[src/rtl/assert_macros.svh]
// Assertion macros shared by the join table RTL.
// No dependencies; included by the modules that check their own logic.
`ifndef ASSERT_MACROS_SVH
`define ASSERT_MACROS_SVH

// Property must hold at every clock edge out of reset.
`define ASSERT_ALWAYS(lbl, clk, rstn, prop, msg) \
    lbl: assert property (@(posedge clk) disable iff (!rstn) (prop)) else $error(msg);

// Antecedent implies consequent on the following clock edge.
`define ASSERT_NEXT(lbl, clk, rstn, ante, cons, msg) \
    lbl: assert property (@(posedge clk) disable iff (!rstn) (ante) |=> (cons)) else $error(msg);

`endif

[src/rtl/najt_pkg.sv]
// Shared types and constants of the node address join table.
// No dependencies; used by najt_ctrl, najt_dp and the top level.
package najt_pkg;

    localparam int TABLE_DEPTH = 16;
    localparam int IDX_W       = (TABLE_DEPTH > 1) ? $clog2(TABLE_DEPTH) : 1;
    localparam int CNT_W       = $clog2(TABLE_DEPTH + 1);
    localparam int ADDR_W      = 32;
    localparam int HB_W        = 8;
    localparam int STATUS_W    = 2;
    localparam int SLOT_W      = 4;
    localparam int OCC_W       = 5;
    localparam int OUT_W       = 16;

    localparam logic [HB_W-1:0] HEARTBEAT_RELOAD = HB_W'(3);

    typedef enum logic [STATUS_W-1:0] {
        ST_JOINED = 2'd0,
        ST_ADDED  = 2'd1,
        ST_FULL   = 2'd2
    } t_status;

    // controller -> datapath
    typedef struct packed {
        logic start;   // latch request, restart the scan
        logic issue;   // read next table entry
        logic commit;  // apply result, load output register
    } t_dp_cmd;

    // datapath -> controller
    typedef struct packed {
        logic last_issue; // read pointer sits on the last entry
        logic out_free;   // output register can take a result
    } t_dp_sts;

endpackage

[src/rtl/node_address_join_table.sv]
// Top level of the node address join table.
// Depends on najt_pkg, najt_ctrl and najt_dp.

// Join table for network node addresses. Each input item is one 32-bit join
// request; each produces exactly one result item. The 16 entries are scanned
// in index order: a valid entry holding the same address is refreshed (its
// heartbeat reloaded) and reported as already joined with its index; with no
// match the lowest free entry takes the address, its heartbeat is reloaded
// and the occupancy count goes up by one; with no free entry the result is
// "full" with slot 0 and nothing changes. Occupancy is the count after the
// request. One item is handled at a time: the address memory has one read
// port and the scan reads and compares one entry per clock; the compare stage
// then drains, the result is committed and the controller returns to idle,
// where the next request is taken. A waiting result sits in an output
// register, so a new request is accepted and scanned while the previous
// result is pending; only the commit waits for that register to drain.
// After reset all entries are free and the count is zero; no clearing pass
// is needed.
module node_address_join_table (
    input  logic        i_clk,
    input  logic        i_rst_n,
    input  logic        i_s_tvalid,
    output logic        o_s_tready,
    input  logic [31:0] i_s_tdata,  // [31:0] node_address
    output logic        o_m_tvalid,
    input  logic        i_m_tready,
    output logic [15:0] o_m_tdata   // [1:0] status, [5:2] slot, [10:6] occupancy, [15:11] zero
);

    najt_pkg::t_dp_cmd w_cmd;
    najt_pkg::t_dp_sts w_sts;

    najt_ctrl u_ctrl (
        .i_clk      (i_clk),
        .i_rst_n    (i_rst_n),
        .i_in_valid (i_s_tvalid),
        .o_in_ready (o_s_tready),
        .i_sts      (w_sts),
        .o_cmd      (w_cmd)
    );

    najt_dp u_dp (
        .i_clk         (i_clk),
        .i_rst_n       (i_rst_n),
        .i_cmd         (w_cmd),
        .o_sts         (w_sts),
        .i_req_address (i_s_tdata),
        .o_out_valid   (o_m_tvalid),
        .i_out_ready   (i_m_tready),
        .o_out_data    (o_m_tdata)
    );

endmodule

[src/rtl/najt_ctrl.sv]
// Sequencer of the join table: accept, scan, drain, commit.
// Depends on najt_pkg and assert_macros.svh.
`include "assert_macros.svh"

module najt_ctrl (
    input  logic              i_clk,
    input  logic              i_rst_n,
    input  logic              i_in_valid,
    output logic              o_in_ready,
    input  najt_pkg::t_dp_sts i_sts,
    output najt_pkg::t_dp_cmd o_cmd
);

    typedef enum logic [1:0] {
        S_IDLE,
        S_SCAN,
        S_DRAIN,
        S_COMMIT
    } t_state;

    t_state r_state;
    t_state n_state;
    logic   w_accept;

    assign o_in_ready = (r_state == S_IDLE);
    assign w_accept   = i_in_valid && o_in_ready;

    always_comb begin
        n_state      = r_state;
        o_cmd.start  = 1'b0;
        o_cmd.issue  = 1'b0;
        o_cmd.commit = 1'b0;
        case (r_state)
            S_IDLE: begin
                o_cmd.start = w_accept;
                if (w_accept) begin
                    n_state = S_SCAN;
                end
            end
            S_SCAN: begin
                o_cmd.issue = 1'b1;
                if (i_sts.last_issue) begin
                    n_state = S_DRAIN;
                end
            end
            S_DRAIN: begin
                n_state = S_COMMIT;
            end
            S_COMMIT: begin
                o_cmd.commit = i_sts.out_free;
                if (i_sts.out_free) begin
                    n_state = S_IDLE;
                end
            end
            default: begin
                n_state = S_IDLE;
            end
        endcase
    end

    always_ff @(posedge i_clk) begin
        if (!i_rst_n) begin
            r_state <= S_IDLE;
        end else begin
            r_state <= n_state;
        end
    end

    `ASSERT_NEXT(a_start_scans, i_clk, i_rst_n, w_accept, r_state == S_SCAN, "accept did not start a scan")
    `ASSERT_ALWAYS(a_cmd_exclusive, i_clk, i_rst_n, !(o_cmd.issue && (o_cmd.commit || o_cmd.start)), "commands overlap")

endmodule

[src/rtl/najt_dp.sv]
// Datapath of the join table: valid bits, address memory, heartbeat memory,
// scan compare, occupancy count and output register. Depends on najt_pkg and assert_macros.svh.
`include "assert_macros.svh"

module najt_dp (
    input  logic                          i_clk,
    input  logic                          i_rst_n,
    input  najt_pkg::t_dp_cmd             i_cmd,
    output najt_pkg::t_dp_sts             o_sts,
    input  logic [najt_pkg::ADDR_W-1:0]   i_req_address,
    output logic                          o_out_valid,
    input  logic                          i_out_ready,
    output logic [najt_pkg::OUT_W-1:0]    o_out_data
);

    localparam logic [najt_pkg::IDX_W-1:0] LAST_IDX = najt_pkg::IDX_W'(najt_pkg::TABLE_DEPTH - 1);

    // table storage
    logic [najt_pkg::ADDR_W-1:0] r_addr_mem [najt_pkg::TABLE_DEPTH];
    logic [najt_pkg::HB_W-1:0]   r_hb_mem   [najt_pkg::TABLE_DEPTH];
    logic [najt_pkg::TABLE_DEPTH-1:0] r_valid;
    logic [najt_pkg::CNT_W-1:0]  r_count;

    // scan
    logic [najt_pkg::ADDR_W-1:0] r_req;
    logic [najt_pkg::IDX_W-1:0]  r_rd_idx;
    logic [najt_pkg::IDX_W-1:0]  r_cmp_idx;
    logic                        r_cmp_vld;
    logic [najt_pkg::ADDR_W-1:0] r_mem_q;
    logic                        r_found;
    logic [najt_pkg::IDX_W-1:0]  r_hit_idx;
    logic                        r_free_found;
    logic [najt_pkg::IDX_W-1:0]  r_free_idx;
    logic                        w_cmp_hit;
    logic                        w_cmp_free;

    // output register
    logic                          r_out_vld;
    najt_pkg::t_status             r_out_status;
    logic [najt_pkg::SLOT_W-1:0]   r_out_slot;
    logic [najt_pkg::OCC_W-1:0]    r_out_occ;

    // commit values
    logic [najt_pkg::CNT_W-1:0]  n_count;
    najt_pkg::t_status           n_status;
    logic [najt_pkg::SLOT_W-1:0] n_slot;

    assign w_cmp_hit  = r_cmp_vld && r_valid[r_cmp_idx] && (r_mem_q == r_req);
    assign w_cmp_free = r_cmp_vld && !r_valid[r_cmp_idx];

    assign o_sts.last_issue = (r_rd_idx == LAST_IDX);
    assign o_sts.out_free   = !r_out_vld || i_out_ready;

    always_comb begin
        n_count  = r_count;
        n_status = najt_pkg::ST_FULL;
        n_slot   = '0;
        if (r_found) begin
            n_status = najt_pkg::ST_JOINED;
            n_slot   = najt_pkg::SLOT_W'(r_hit_idx);
        end else if (r_free_found) begin
            n_status = najt_pkg::ST_ADDED;
            n_slot   = najt_pkg::SLOT_W'(r_free_idx);
            if (r_count < najt_pkg::CNT_W'(najt_pkg::TABLE_DEPTH)) begin
                n_count = r_count + 1'b1;
            end
        end
    end

    // scan pipeline: read stage then compare stage
    always_ff @(posedge i_clk) begin
        if (!i_rst_n) begin
            r_cmp_vld    <= 1'b0;
            r_found      <= 1'b0;
            r_free_found <= 1'b0;
        end else begin
            r_cmp_vld <= i_cmd.issue;
            if (i_cmd.start) begin
                r_found      <= 1'b0;
                r_free_found <= 1'b0;
            end else begin
                if (w_cmp_hit && !r_found) begin
                    r_found <= 1'b1;
                end
                if (w_cmp_free && !r_free_found) begin
                    r_free_found <= 1'b1;
                end
            end
        end
    end

    always_ff @(posedge i_clk) begin
        if (i_cmd.start) begin
            r_req    <= i_req_address;
            r_rd_idx <= '0;
        end else if (i_cmd.issue) begin
            r_rd_idx <= r_rd_idx + 1'b1;
        end
        r_cmp_idx <= r_rd_idx;
        if (w_cmp_hit && !r_found) begin
            r_hit_idx <= r_cmp_idx;
        end
        if (w_cmp_free && !r_free_found) begin
            r_free_idx <= r_cmp_idx;
        end
    end

    // address and heartbeat memories
    always_ff @(posedge i_clk) begin
        if (i_cmd.issue) begin
            r_mem_q <= r_addr_mem[r_rd_idx];
        end
        if (i_cmd.commit && !r_found && r_free_found) begin
            r_addr_mem[r_free_idx] <= r_req;
        end
        if (i_cmd.commit && (r_found || r_free_found)) begin
            r_hb_mem[r_found ? r_hit_idx : r_free_idx] <= najt_pkg::HEARTBEAT_RELOAD;
        end
    end

    // valid bits, count, output register
    always_ff @(posedge i_clk) begin
        if (!i_rst_n) begin
            r_valid   <= '0;
            r_count   <= '0;
            r_out_vld <= 1'b0;
        end else begin
            if (i_cmd.commit) begin
                r_out_vld <= 1'b1;
                r_count   <= n_count;
                if (!r_found && r_free_found) begin
                    r_valid[r_free_idx] <= 1'b1;
                end
            end else if (i_out_ready) begin
                r_out_vld <= 1'b0;
            end
        end
    end

    always_ff @(posedge i_clk) begin
        if (i_cmd.commit) begin
            r_out_status <= n_status;
            r_out_slot   <= n_slot;
            r_out_occ    <= najt_pkg::OCC_W'(n_count);
        end
    end

    assign o_out_valid = r_out_vld;
    assign o_out_data  = {5'b0, r_out_occ, r_out_slot, r_out_status};

    `ASSERT_ALWAYS(a_count_matches, i_clk, i_rst_n, r_count == najt_pkg::CNT_W'($countones(r_valid)), "occupancy count disagrees with valid bits")
    `ASSERT_ALWAYS(a_count_bound, i_clk, i_rst_n, r_count <= najt_pkg::CNT_W'(najt_pkg::TABLE_DEPTH), "occupancy count past table depth")
    `ASSERT_NEXT(a_hit_is_valid, i_clk, i_rst_n, i_cmd.commit && r_found, r_valid[$past(r_hit_idx)], "refreshed entry is not valid")

endmodule
[config.mk]
export PLATFORM = sky130hd
export DESIGN_NAME = node_address_join_table
export DESIGN_NICKNAME = d
export VERILOG_FILES = /design/src/rtl/najt_pkg.sv /design/src/rtl/node_address_join_table.sv /design/src/rtl/najt_ctrl.sv /design/src/rtl/najt_dp.sv
export VERILOG_INCLUDE_DIRS = /design/src /design/src/rtl
export SDC_FILE = /design/constraint.sdc
export NUM_CORES = 1
export LEC_CHECK = 0
export BUFFER_PORTS_ARGS = -buffer_cell sky130_fd_sc_hd__buf_2
export CAP_MARGIN = 10
export CORE_AREA = 5 5 205 207
export DETAILED_ROUTE_END_ITERATION = 10
export DIE_AREA = 0 0 210 212
export PLACE_DENSITY = 0.88
export SLEW_MARGIN = 15
export SYNTH_ARGS = -nofsm -noshare
export SYNTH_HDL_FRONTEND = slang
export SYNTH_SLANG_ARGS = --single-unit
[constraint.sdc]
create_clock -name i_clk -period 5.49 [get_ports i_clk]
set_clock_uncertainty 0.15 [all_clocks]
set_input_delay 0.549 -clock i_clk [delete_from_list [all_inputs] [get_ports i_clk]]
set_output_delay 0.549 -clock i_clk [all_outputs]
set_load 0.02 [all_outputs]
==> out/metrics.yaml, run 1 <==
slew-limit-headroom_pct: 25.0
synthCells: 996
cts_buffers: 57
cts_max_path_buffers: 3
drt_drc_violations_left: 0
synth_most_common_cell: "edfxtp_1"
rr_endpoint: "u_dp.r_addr_mem[15][15]$_DFFE_PP_"
fin_setup_tns_ps: 0
pre_cts_slack_ps: 2260
cpLargestDelayFamily: "simple AND/OR/NAND/NOR gates"
syn_area_um2: 23700
ys_ff_latch: 630
wl_met1_um: 19300
io_pins: 54
design_area_um2: 27000
cts_max_level: 2
avgSynthCellArea_um2: 23.7
hp-start: "i_m_tready"
vias_per_cell: 6.45
cts_tree: "yes"
leakage_nw: 8.46
antenna_cells: 0
crit_start: "u_dp.r_free_found$_SDFFE_PP0P_"
synthTopCellsByArea: "edfxtp_1 (76%), mux4_2 (16%), dfxtp_1 (3.0%)"
num_rows: 74
final_nets: 1162
synth_edf_count: 595
period_needed_ps: 3280
start_util_pct: 58.9
rr_worst_depth: 5
drt_iter0_markers: 1240
io_buffers: 48
clk_pin_slew_ps: 70
timing.rr.start: "u_dp.r_free_found$_SDFFE_PP0P_"
tightest_slew_ps: 1130
drt_wl_total_um: 53000
die_h_um: 212
whs_ps: 103
routed-wl-met3_um: 4760
track_usage_pct: 24.3
required_ps: 5640
synth_top_cell_by_area: "edfxtp_1"
place.gp.congestion: 0.782
synth_ff_type: "edfxtp_1"
drt_pass1_iterations: 5
ant_nets: 0
grt_first_pass_wirelength_um: 78000
cp-end-kind: "flop"
critPathBufInv: 2
slowest_delay_ps: 870
setup_viol: 0
wl_per_cell_um: 31.2
crit_end: "u_dp.r_addr_mem[15][15]$_DFFE_PP_"
cp-start-kind: "flop"
place_area_um2: 24600
crit_cells: 5
min_path_type: "input pin to flop"
cp_slowest_cell: "nor2_4"
rsz0062_at_grt: "false"
grt_max_degree: 77
clk_latency_ps: 610
die-area_um2: 44500
fmax_ghz: 0.305
critPathMaxFanout: 21
crit_chain: "inv_1, nor2_1, nand4_1, nor2_4, buf_4"
setup_slack_ps: 2210
layoutNonFillerInstCount: 1700
cts-root-buf: "clkbuf_16"
die_x_um: 210
hold_viol: 0
clock-sinks: 630
cts_resized: 0
slew_violations: 0
async_flop_share_pct: 0
antenna_found_initial: 0
top_layer: "met4"
dr_total_vias: 11000
drive_above_1_share_pct: 30.2
min_period_over_period_pct: 59.7
synth_top_area_share_pct: 75.5
ys_warn_count: 0
dp_cells: 1560
grt_remaining_overflow: 0
coreArea_um2: 40200
reg2reg_slack_ps: 2210
outcome: "finished clean"
ys_types: 37
dp_hpwl_um: 27600
drv_cap: 0
grt_pass1_vias: 11500
areaGrowthSynthToFinish_pct: 14.0
path_class: "flop to flop"
powerDensity_nw_per_um2: 443
ys_seq_area_share_pct: 78.5
worst_ir_drop_vdd_uv: 314
crit_arrival_ps: 3430
dr_wl_met2_um: 27600
synth_commonest_cells: "edfxtp_1 (595), mux4_2 (163), dfxtp_1 (35)"
-- cells by family (layout without fill, tap and decap cells) --
kind of cell             Yosys count  count (layout)  share of synthesized area, %
flip-flops                       630             630                          78.5
multiplexers                     170             170                          15.9
AND/OR/NAND/NOR                   67              67                          1.49
buffers and inverters             53             221                          1.30
XOR/XNOR                          41              41                          1.52
AO/OA/AOI/OAI                     27              27                         0.899
adder cells (fa/ha/maj)            7               7                         0.370
other                              1               5                        0.0159
-- flip-flops by register name, summed over array words and instances, names as in the netlist, 4 cells and up --
name	flops
u_dp.r_free_idx	4
u_dp.r_cmp_idx	4
u_dp.r_req	32
u_dp.r_valid	16
u_dp.r_hit_idx	4
u_dp.r_addr_mem	512
u_dp.r_rd_idx	4
u_dp.r_out_slot	4
u_dp.r_mem_q	32
u_dp.r_count	5
u_dp.r_out_occ	5
-- cell usage in the layout (no fill, tap or decap), types with 6 or more instances in the layout --
| cell | count |
|---|---|
| buf_4 | 26 |
| clkbuf_1 | 9 |
| bufinv_16 | 11 |
| mux4_2 | 163 |
| dlygate4sd3_1 | 32 |
| o21a_1 | 16 |
| xnor2_1 | 7 |
| nor2_4 | 12 |
| clkbuf_16 | 59 |
| clkinv_1 | 11 |
| dfxtp_1 | 31 |
| buf_2 | 48 |
| nor2_1 | 17 |
| xor2_1 | 34 |
| ha_1 | 6 |
| edfxtp_1 | 595 |
| nor4_1 | 7 |
| clkinv_2 | 11 |
-- worst min-delay path: cells and delay by family --
family / cells / cell delay [ps]
simple gates: 3 / 190
buf+inv: 1 / 80
-- stage by stage --
step           utilization, %  total power, mW
2_1_floorplan               -             7.30
3_3_place_gp             61.3             7.71
3_5_place_dp             61.3             7.79
4_1_cts                  67.1             12.0
5_1_grt                  67.1             12.3
6_report                 67.1             11.9
-- power by group --
part	switching [mW]	leakage, nW	internal, mW
Sequential	0.444	5.66	5.76
Combinational	0.749	1.83	0.775
Clock	1.73	0.963	2.48
Total	2.92	8.46	9.02
-- timing repair --
| item | CTS | global route |
|---|---|---|
| buffers inserted | 0 | 0 |
| endpoints found under the hold margin | 32 | 0 |
| hold buffers | 32 | 0 |
-- per-layer routing --
| layer | GRT usage [%] | up-vias |
|---|---|---|
| met3 | 5.19 | 91 |
| met4 | 6.41 | 0 |
| met5 | 0 | - |
| met1 | 33.2 | 5746 |
| met2 | 41.0 | 698 |
| li1 | - | 4434 |
-- final cells by class --
class,count,area [µm²]
Tap cell,532,666
Fill cell,2397,13200
Timing Repair Buffer,108,796
Multi-Input combinational cell,317,4900
Inverter,5,18.8
Clock buffer,68,1510
Sequential cell,630,18600
Clock inverter,40,482
-- worst min path at each step --
stage | to | slack, ps | cells past startpoint
global placement | u_dp.r_valid[14]$_SDFFE_PN0P_ | 290 | 1
global route | u_dp.o_out_valid$_SDFFE_PN0P_ | 110 | 4
finish | u_dp.o_out_valid$_SDFFE_PN0P_ | 100 | 4
detailed placement | u_dp.r_valid[1]$_SDFFE_PN0P_ | 300 | 1
CTS | u_dp.o_out_valid$_SDFFE_PN0P_ | 90 | 4
floorplan | u_dp.r_cmp_idx[2]$_DFF_P_ | 180 | 0
(Power assumes the default switching activity.)
==> inputs of run 2 (changes only) <==
--- a/config.mk
+++ b/config.mk
@@ -8,10 +8,10 @@
 export LEC_CHECK = 0
 export BUFFER_PORTS_ARGS = -buffer_cell sky130_fd_sc_hd__buf_2
 export CAP_MARGIN = 10
-export CORE_AREA = 5 5 205 207
+export CORE_AREA = 5 5 212 214
 export DETAILED_ROUTE_END_ITERATION = 10
-export DIE_AREA = 0 0 210 212
-export PLACE_DENSITY = 0.88
+export DIE_AREA = 0 0 217 219
+export PLACE_DENSITY = 0.87
 export SLEW_MARGIN = 15
 export SYNTH_ARGS = -nofsm -noshare
 export SYNTH_HDL_FRONTEND = slang
==> constraint.sdc (replaced) <==
create_clock -name i_clk -period 2.6 [get_ports i_clk]
set_clock_uncertainty 0.15 [all_clocks]
set_input_delay 0.26 -clock i_clk [delete_from_list [all_inputs] [get_ports i_clk]]
set_output_delay 0.26 -clock i_clk [all_outputs]
set_load 0.02 [all_outputs]
==> run 2 against run 1 <==
Against the previous run: non-clock buffer count rose by 71; sequential share of layout area fell by 2.2 points; total power rose by 110%; flip-flop and latch count did not move; cell count rose by 5.1%; clock power rose by 110%; sequential power rose by 100%; via count rose by 3.6%; first-iteration DRC count rose by 16%; global-route usage fell by 1.1 points; die area rose by 6.7%; largest cell class unchanged.
==> out/metrics.yaml, run 2 (synthesis results as in run 1) <==
regMostFlops: "u_dp.r_addr_mem"
slew_violations: 0  # unchanged
drive_above_1_share_pct: 34.7  # +4.5 points
cts_max_level: 2  # unchanged
outcome: "finished clean"
dr_wl_met2_um: 28500  # +3.5%
powerDensity_nw_per_um2: 920  # +110%
reg2reg_slack_ps: 90  # -2130 ps
min_path_type: "input pin to flop"
worst_ir_drop_vdd_uv: 547  # +74%
dr_total_vias: 11400  # +3.6%
clk_pin_slew_ps: 60  # about the same
cts_max_path_buffers: 3  # unchanged
cts-root-buf: "clkbuf_16"
final_cell_mix: "edfxtp_1 (595), mux4_2 (163), buf_4 (74), clkbuf_16 (59), buf_2 (48)"
fmax_ghz: 0.398  # +30%
cp-end-kind: "flop"
setup_slack_ps: 86.4  # -2130 ps
die-area_um2: 47500  # +6.7%
p_clk_share_pct: 34.7  # -0.6 points
pre_cts_slack_ps: -229  # -2490 ps
die_x_um: 217  # +3.3%
num_rows: 76  # +2.7%
grt_first_pass_wirelength_um: 79000  # +1.2%
required_ps: 2770  # -2870 ps
drv_cap: 0  # unchanged
clock-sinks: 630  # unchanged
layout_commonest_cell: "edfxtp_1"
min_period_over_period_pct: 96.7  # +37 points
design_area_um2: 27900  # +3.3%
clk_latency_ps: 610  # about the same
coreArea_um2: 42700  # +6.3%
hold_viol: 0  # unchanged
grt_pass1_vias: 11900  # +3.4%
slew-limit-headroom_pct: 45.0  # +20 points
crit_arrival_ps: 2680  # -750 ps
rr_worst_depth: 6  # +1
intPower_mw: 19.4  # +110%
dp_cells: 1630  # +4.5%
reg_top3: "u_dp.r_addr_mem: 512 flops, u_dp.r_mem_q: 32 flops, u_dp.r_req: 32 flops"
top_layer: "met4"
routed-wl-met3_um: 4540  # -4.6%
dp_hpwl_um: 30400  # +10%
die_h_um: 219  # +3.3%
drt_iter0_markers: 1444  # +16%
path_class: "flop to flop"
antenna_cells: 0  # unchanged
fin_setup_tns_ps: 0  # unchanged
grt_remaining_overflow: 0  # unchanged
setup_viol: 0  # unchanged
fin_util_pct: 65.2  # -1.8 points
rr_endpoint: "u_dp.r_hit_idx[2]$_DFFE_PP_"
io_buffers: 48  # unchanged
fin_total_pwr_mw: 25.6  # +110%
tightest_slew_ps: 824  # -301 ps
vias_per_cell: 6.36  # -1.5%
drt_drc_violations_left: 0  # unchanged
cp-start-kind: "flop"
leakage_nw: 8.88  # +5.0%
crit_end: "u_dp.r_hit_idx[2]$_DFFE_PP_"
wl_per_cell_um: 30.4  # -2.4%
period_needed_ps: 2510  # -762 ps
switching_share_pct: 24.4  # -0.042 points
crit_start: "u_dp.r_req[24]$_DFFE_PP_"
place.gp.congestion: 0.793  # +1.4%
antenna_found_initial: 1  # +1
final_nets: 1235  # +6.3%
layoutNonFillerInstCount: 1787  # +5.1%
whs_ps: 206  # +103 ps
power_frac_seq_pct: 49.4  # -2.5 points
grt_max_degree: 38  # -51%
critPathMaxFanout: 5  # -76%
io_pins: 54  # unchanged
wl_met1_um: 19100  # -1.0%
timing.rr.start: "u_dp.r_req[24]$_DFFE_PP_"
drt_pass1_iterations: 5  # unchanged
cts_tree: "yes"
drt_wl_total_um: 54400  # +2.6%
ant_nets: 0  # unchanged
place_area_um2: 25400  # +3.0%
areaGrowthSynthToFinish_pct: 17.8
power.switching_mw: 6.26  # +110%
combPwrFrac_pct: 16.0  # +3.2 points
cts_buffers: 59  # +3.5%
largest_reg_flops: 512  # unchanged
start_util_pct: 55.4  # -3.5 points
track_usage_pct: 23.2  # -1.1 points
[run 2: how the worst min path moves through the flow]
| stage | startpoint | end | cells after the start |
|---|---|---|---|
| after global routing | i_s_tdata[16] | u_dp.r_req[16]$_DFFE_PP_ | 2 |
| after floorplan | u_dp.r_rd_idx[2]$_SDFFE_PP0P_ | u_dp.r_cmp_idx[2]$_DFF_P_ | 0 |
| final | i_s_tdata[27] | u_dp.r_req[27]$_DFFE_PP_ | 2 |
| after detailed placement | i_s_tdata[22] | u_dp.r_req[22]$_DFFE_PP_ | 1 |
| after global placement | i_s_tdata[16] | u_dp.r_req[16]$_DFFE_PP_ | 1 |
| after CTS | i_s_tdata[1] | u_dp.r_req[1]$_DFFE_PP_ | 2 |
[run 2: final cells by class]
cell class                 count  area (µm²)
multi-input combinational    317        4990
inverter                       5        18.8
timing repair buffer         179        1590
tap                          546         683
clock inverter                42         485
clock buffer                  68        1510
sequential                   630       18600
fill                        2521       14800
[run 2: what timing repair did]
action	CTS	global route
gates resized for setup	2	2
setup endpoints to repair	5	5
hold endpoints to repair	52	0
gates cloned	0	0
setup buffers	2	10
pin swaps	0	1
hold buffers	35	0
[run 2: critical path, cell delays in order, from the launching register on]
cell and delay [ps]:
edfxtp_1 490, xor2_1 230, nor4_4 420, nand4_1 310
buf_4 240, nor4_4 210, buf_4 190
[run 2: metal layers]
layer | vias to the layer above | global-route usage (%)
met2 | 694 | 40.9
met1 | 5927 | 28.7
li1 | 4599 | -
met5 | - | 0
met4 | 0 | 8.66
met3 | 139 | 4.80
[run 2: power by group through the flow]
stage          logic, mW  clock network, mW  registers [mW]
5_1_grt             4.36               9.47            12.7
6_report            4.09               8.88            12.6
2_1_floorplan       2.63                  0            12.8
4_1_cts             4.05               8.98            12.6
3_5_place_dp        3.88                  0            12.9
3_3_place_gp        3.74                  0            12.8
==> inputs of run 3 (changes only) <==
--- a/config.mk
+++ b/config.mk
@@ -8,9 +8,9 @@
 export LEC_CHECK = 0
 export BUFFER_PORTS_ARGS = -buffer_cell sky130_fd_sc_hd__buf_2
 export CAP_MARGIN = 10
-export CORE_AREA = 5 5 212 214
+export CORE_AREA = 5 5 152 299
 export DETAILED_ROUTE_END_ITERATION = 10
-export DIE_AREA = 0 0 217 219
+export DIE_AREA = 0 0 157 304
 export PLACE_DENSITY = 0.87
 export SLEW_MARGIN = 15
 export SYNTH_ARGS = -nofsm -noshare
==> run 3 against run 2 <==
Against the previous run: core utilization decreased by 0.83 points; register-to-register slack improved by 20 ps; combinational power increased by 4%; first-iteration DRC count decreased by 4.2%; critical path type unchanged; non-clock buffer count decreased by 4; sequential power about the same; highest routed layer unchanged; die area increased by 0.43%; clock-buffer cell count decreased by 2; cell count decreased by 1.2%; hold slack got worse by 180 ps; worst setup slack improved by 16 ps; largest cell class unchanged; sequential share of layout area increased by 0.84 points.
==> out/metrics.yaml, run 3 (synthesis results as in run 1) <==
clk_pin_slew_ps: 70  # about the same
grt.busiest_layer: "met2"
io_pins: 54  # unchanged
drive_above_1_share_pct: 34.3  # -0.41 points
switching_share_pct: 25.1  # +0.67 points
slew-limit-headroom_pct: 51.7  # +6.7 points
path_class: "flop to flop"
final_cell_mix: "edfxtp_1 (595), mux4_2 (163), buf_4 (68), clkbuf_16 (50), buf_2 (48)"
clock-sinks: 630  # unchanged
dp_hpwl_um: 30500  # +0.17%
drt_drc_violations_left: 0  # unchanged
wl_per_cell_um: 30.7  # +0.97%
io_buffers: 48  # unchanged
intPower_mw: 18.3  # -5.3%
hold_viol: 0  # unchanged
rsz0062_at_grt: "false"
crit_arrival_ps: 2570  # -110 ps
tightest_slew_ps: 723  # -100 ps
drt_wl_total_um: 54300  # -0.21%
clk_latency_ps: 580  # -30 ps
num_rows: 107  # +41%
fmax_ghz: 0.400  # +0.63%
setup_viol: 0  # unchanged
cp-start-kind: "flop"
required_ps: 2670  # -100 ps
outcome: "finished clean"
vias_per_cell: 6.48  # +1.9%
track_usage_pct: 22.9  # -0.26 points
power_frac_seq_pct: 51.4  # +2.0 points
p_clk_share_pct: 31.2  # -3.5 points
cts-root-buf: "clkbuf_16"
ant_nets: 0  # unchanged
die_x_um: 157  # -28%
regMostFlops: "u_dp.r_addr_mem"
cts_tree: "yes"
cts_max_level: 2  # unchanged
grt_first_pass_wirelength_um: 78900  # -0.16%
min_period_over_period_pct: 96.1  # -0.60 points
grt_remaining_overflow: 0  # unchanged
final_nets: 1222  # -1.1%
grtUsageMet2_pct: 40.5  # -0.37 points
largest_reg_flops: 512  # unchanged
drv_cap: 0  # unchanged
layout_commonest_cell: "edfxtp_1"
antenna_found_initial: 0  # -1
reg_top3: "u_dp.r_addr_mem: 512 flops, u_dp.r_mem_q: 32 flops, u_dp.r_req: 32 flops"
layoutNonFillerInstCount: 1766  # -1.2%
cts_buffers: 50  # -15%
combPwrFrac_pct: 17.3  # +1.3 points
cp-end-kind: "flop"
place.gp.congestion: 0.778  # -1.8%
die-area_um2: 47700  # +0.43%
cts_max_path_buffers: 3  # unchanged
antenna_cells: 0  # unchanged
slew_violations: 0  # unchanged
dr_total_vias: 11400  # +0.67%
power.switching_mw: 6.15  # -1.8%
areaGrowthSynthToFinish_pct: 16.3
worst_ir_drop_vdd_uv: 481  # -12%
fin_setup_tns_ps: 0  # unchanged
critPathMaxFanout: 5  # unchanged
powerDensity_nw_per_um2: 890  # -3.2%
dp_cells: 1633  # +0.18%
met1_usage_pct: 28.2  # -0.50 points
grt_pass1_vias: 11900  # +0.72%
drt_iter0_markers: 1384  # -4.2%
use_met3_pct: 2.78  # -2.0 points
coreArea_um2: 42700  # about the same
whs_ps: 29.9  # -176 ps
die_h_um: 304  # +39%
grt_max_degree: 36  # -5.3%
drt_pass1_iterations: 7  # +2
min_path_type: "input pin to flop"
leakage_nw: 8.72  # -1.9%
period_needed_ps: 2500  # -15.6 ps
start_util_pct: 55.4  # about the same
-- run 3: layout make-up --
| cell class | count | area, µm² |
|---|---|---|
| clock buffers | 66 | 1380 |
| well taps | 545 | 682 |
| flip-flops and latches | 630 | 18600 |
| repair buffers | 175 | 1590 |
| fillers | 2514 | 15200 |
| clock inverters | 28 | 269 |
| multi-input cells | 317 | 4980 |
| inverters | 5 | 18.8 |
-- run 3: worst max-delay path, cell delays in order (launching register included) --
cell and delay, ps:
edfxtp_1 470, xor2_1 270, nor4_2 460, buf_4 200
nand4_1 160, nor4_4 430
-- run 3: repair_timing --
| item | 4_1_cts | 5_1_grt |
|---|---|---|
| setup endpoints to repair | 5 | 4 |
| pin swaps | 0 | 0 |
| hold buffers | 34 | 0 |
| hold endpoints to repair | 50 | 0 |
| gates resized for setup | 2 | 1 |
| buffers inserted | 0 | 5 |
-- run 3: path summary, 6_finish.rpt --
check	from	end	slack [ps]	depth (start not counted)
worst min-delay path	i_s_tvalid	u_ctrl.r_state[0]$_SDFFE_PN0P_	30	5
worst max register to register	u_dp.r_req[16]$_DFFE_PP_	u_dp.r_hit_idx[0]$_DFFE_PP_	100	5
worst max-delay path	u_dp.r_req[16]$_DFFE_PP_	u_dp.r_hit_idx[0]$_DFFE_PP_	100	5
worst min register to register	u_dp.r_valid[0]$_SDFFE_PN0P_	u_dp.r_valid[0]$_SDFFE_PN0P_	320	1
-- run 3: metrics by stage --
step	instance area, µm²	worst slack [ps]	util, %	total power [mW]
4_1_cts	27500	23.2	64.3	24.5
5_1_grt	27500	49.5	64.4	25.3
2_1_floorplan	23800	-86.0	-	15.5
3_3_place_gp	25500	-154	59.6	16.7
3_5_place_dp	25500	-225	59.6	16.9
6_report	27500	102	64.4	24.5
-- run 3: power by group through the flow --
stage	Combinational, mW	Sequential [mW]	Clock, mW
floorplan	2.63	12.8	0
global placement	3.93	12.8	0
detailed placement	4.10	12.8	0
CTS	4.20	12.6	7.75
global route	4.47	12.6	8.20
finish	4.24	12.6	7.65
-- run 3: routing by layer --
layer | up-vias | wire [µm]
li1 | 4545 | -
met1 | 6026 | 18000
met2 | 717 | 29500
met3 | 147 | 4160
met4 | 0 | 2590
met5 | - | 0
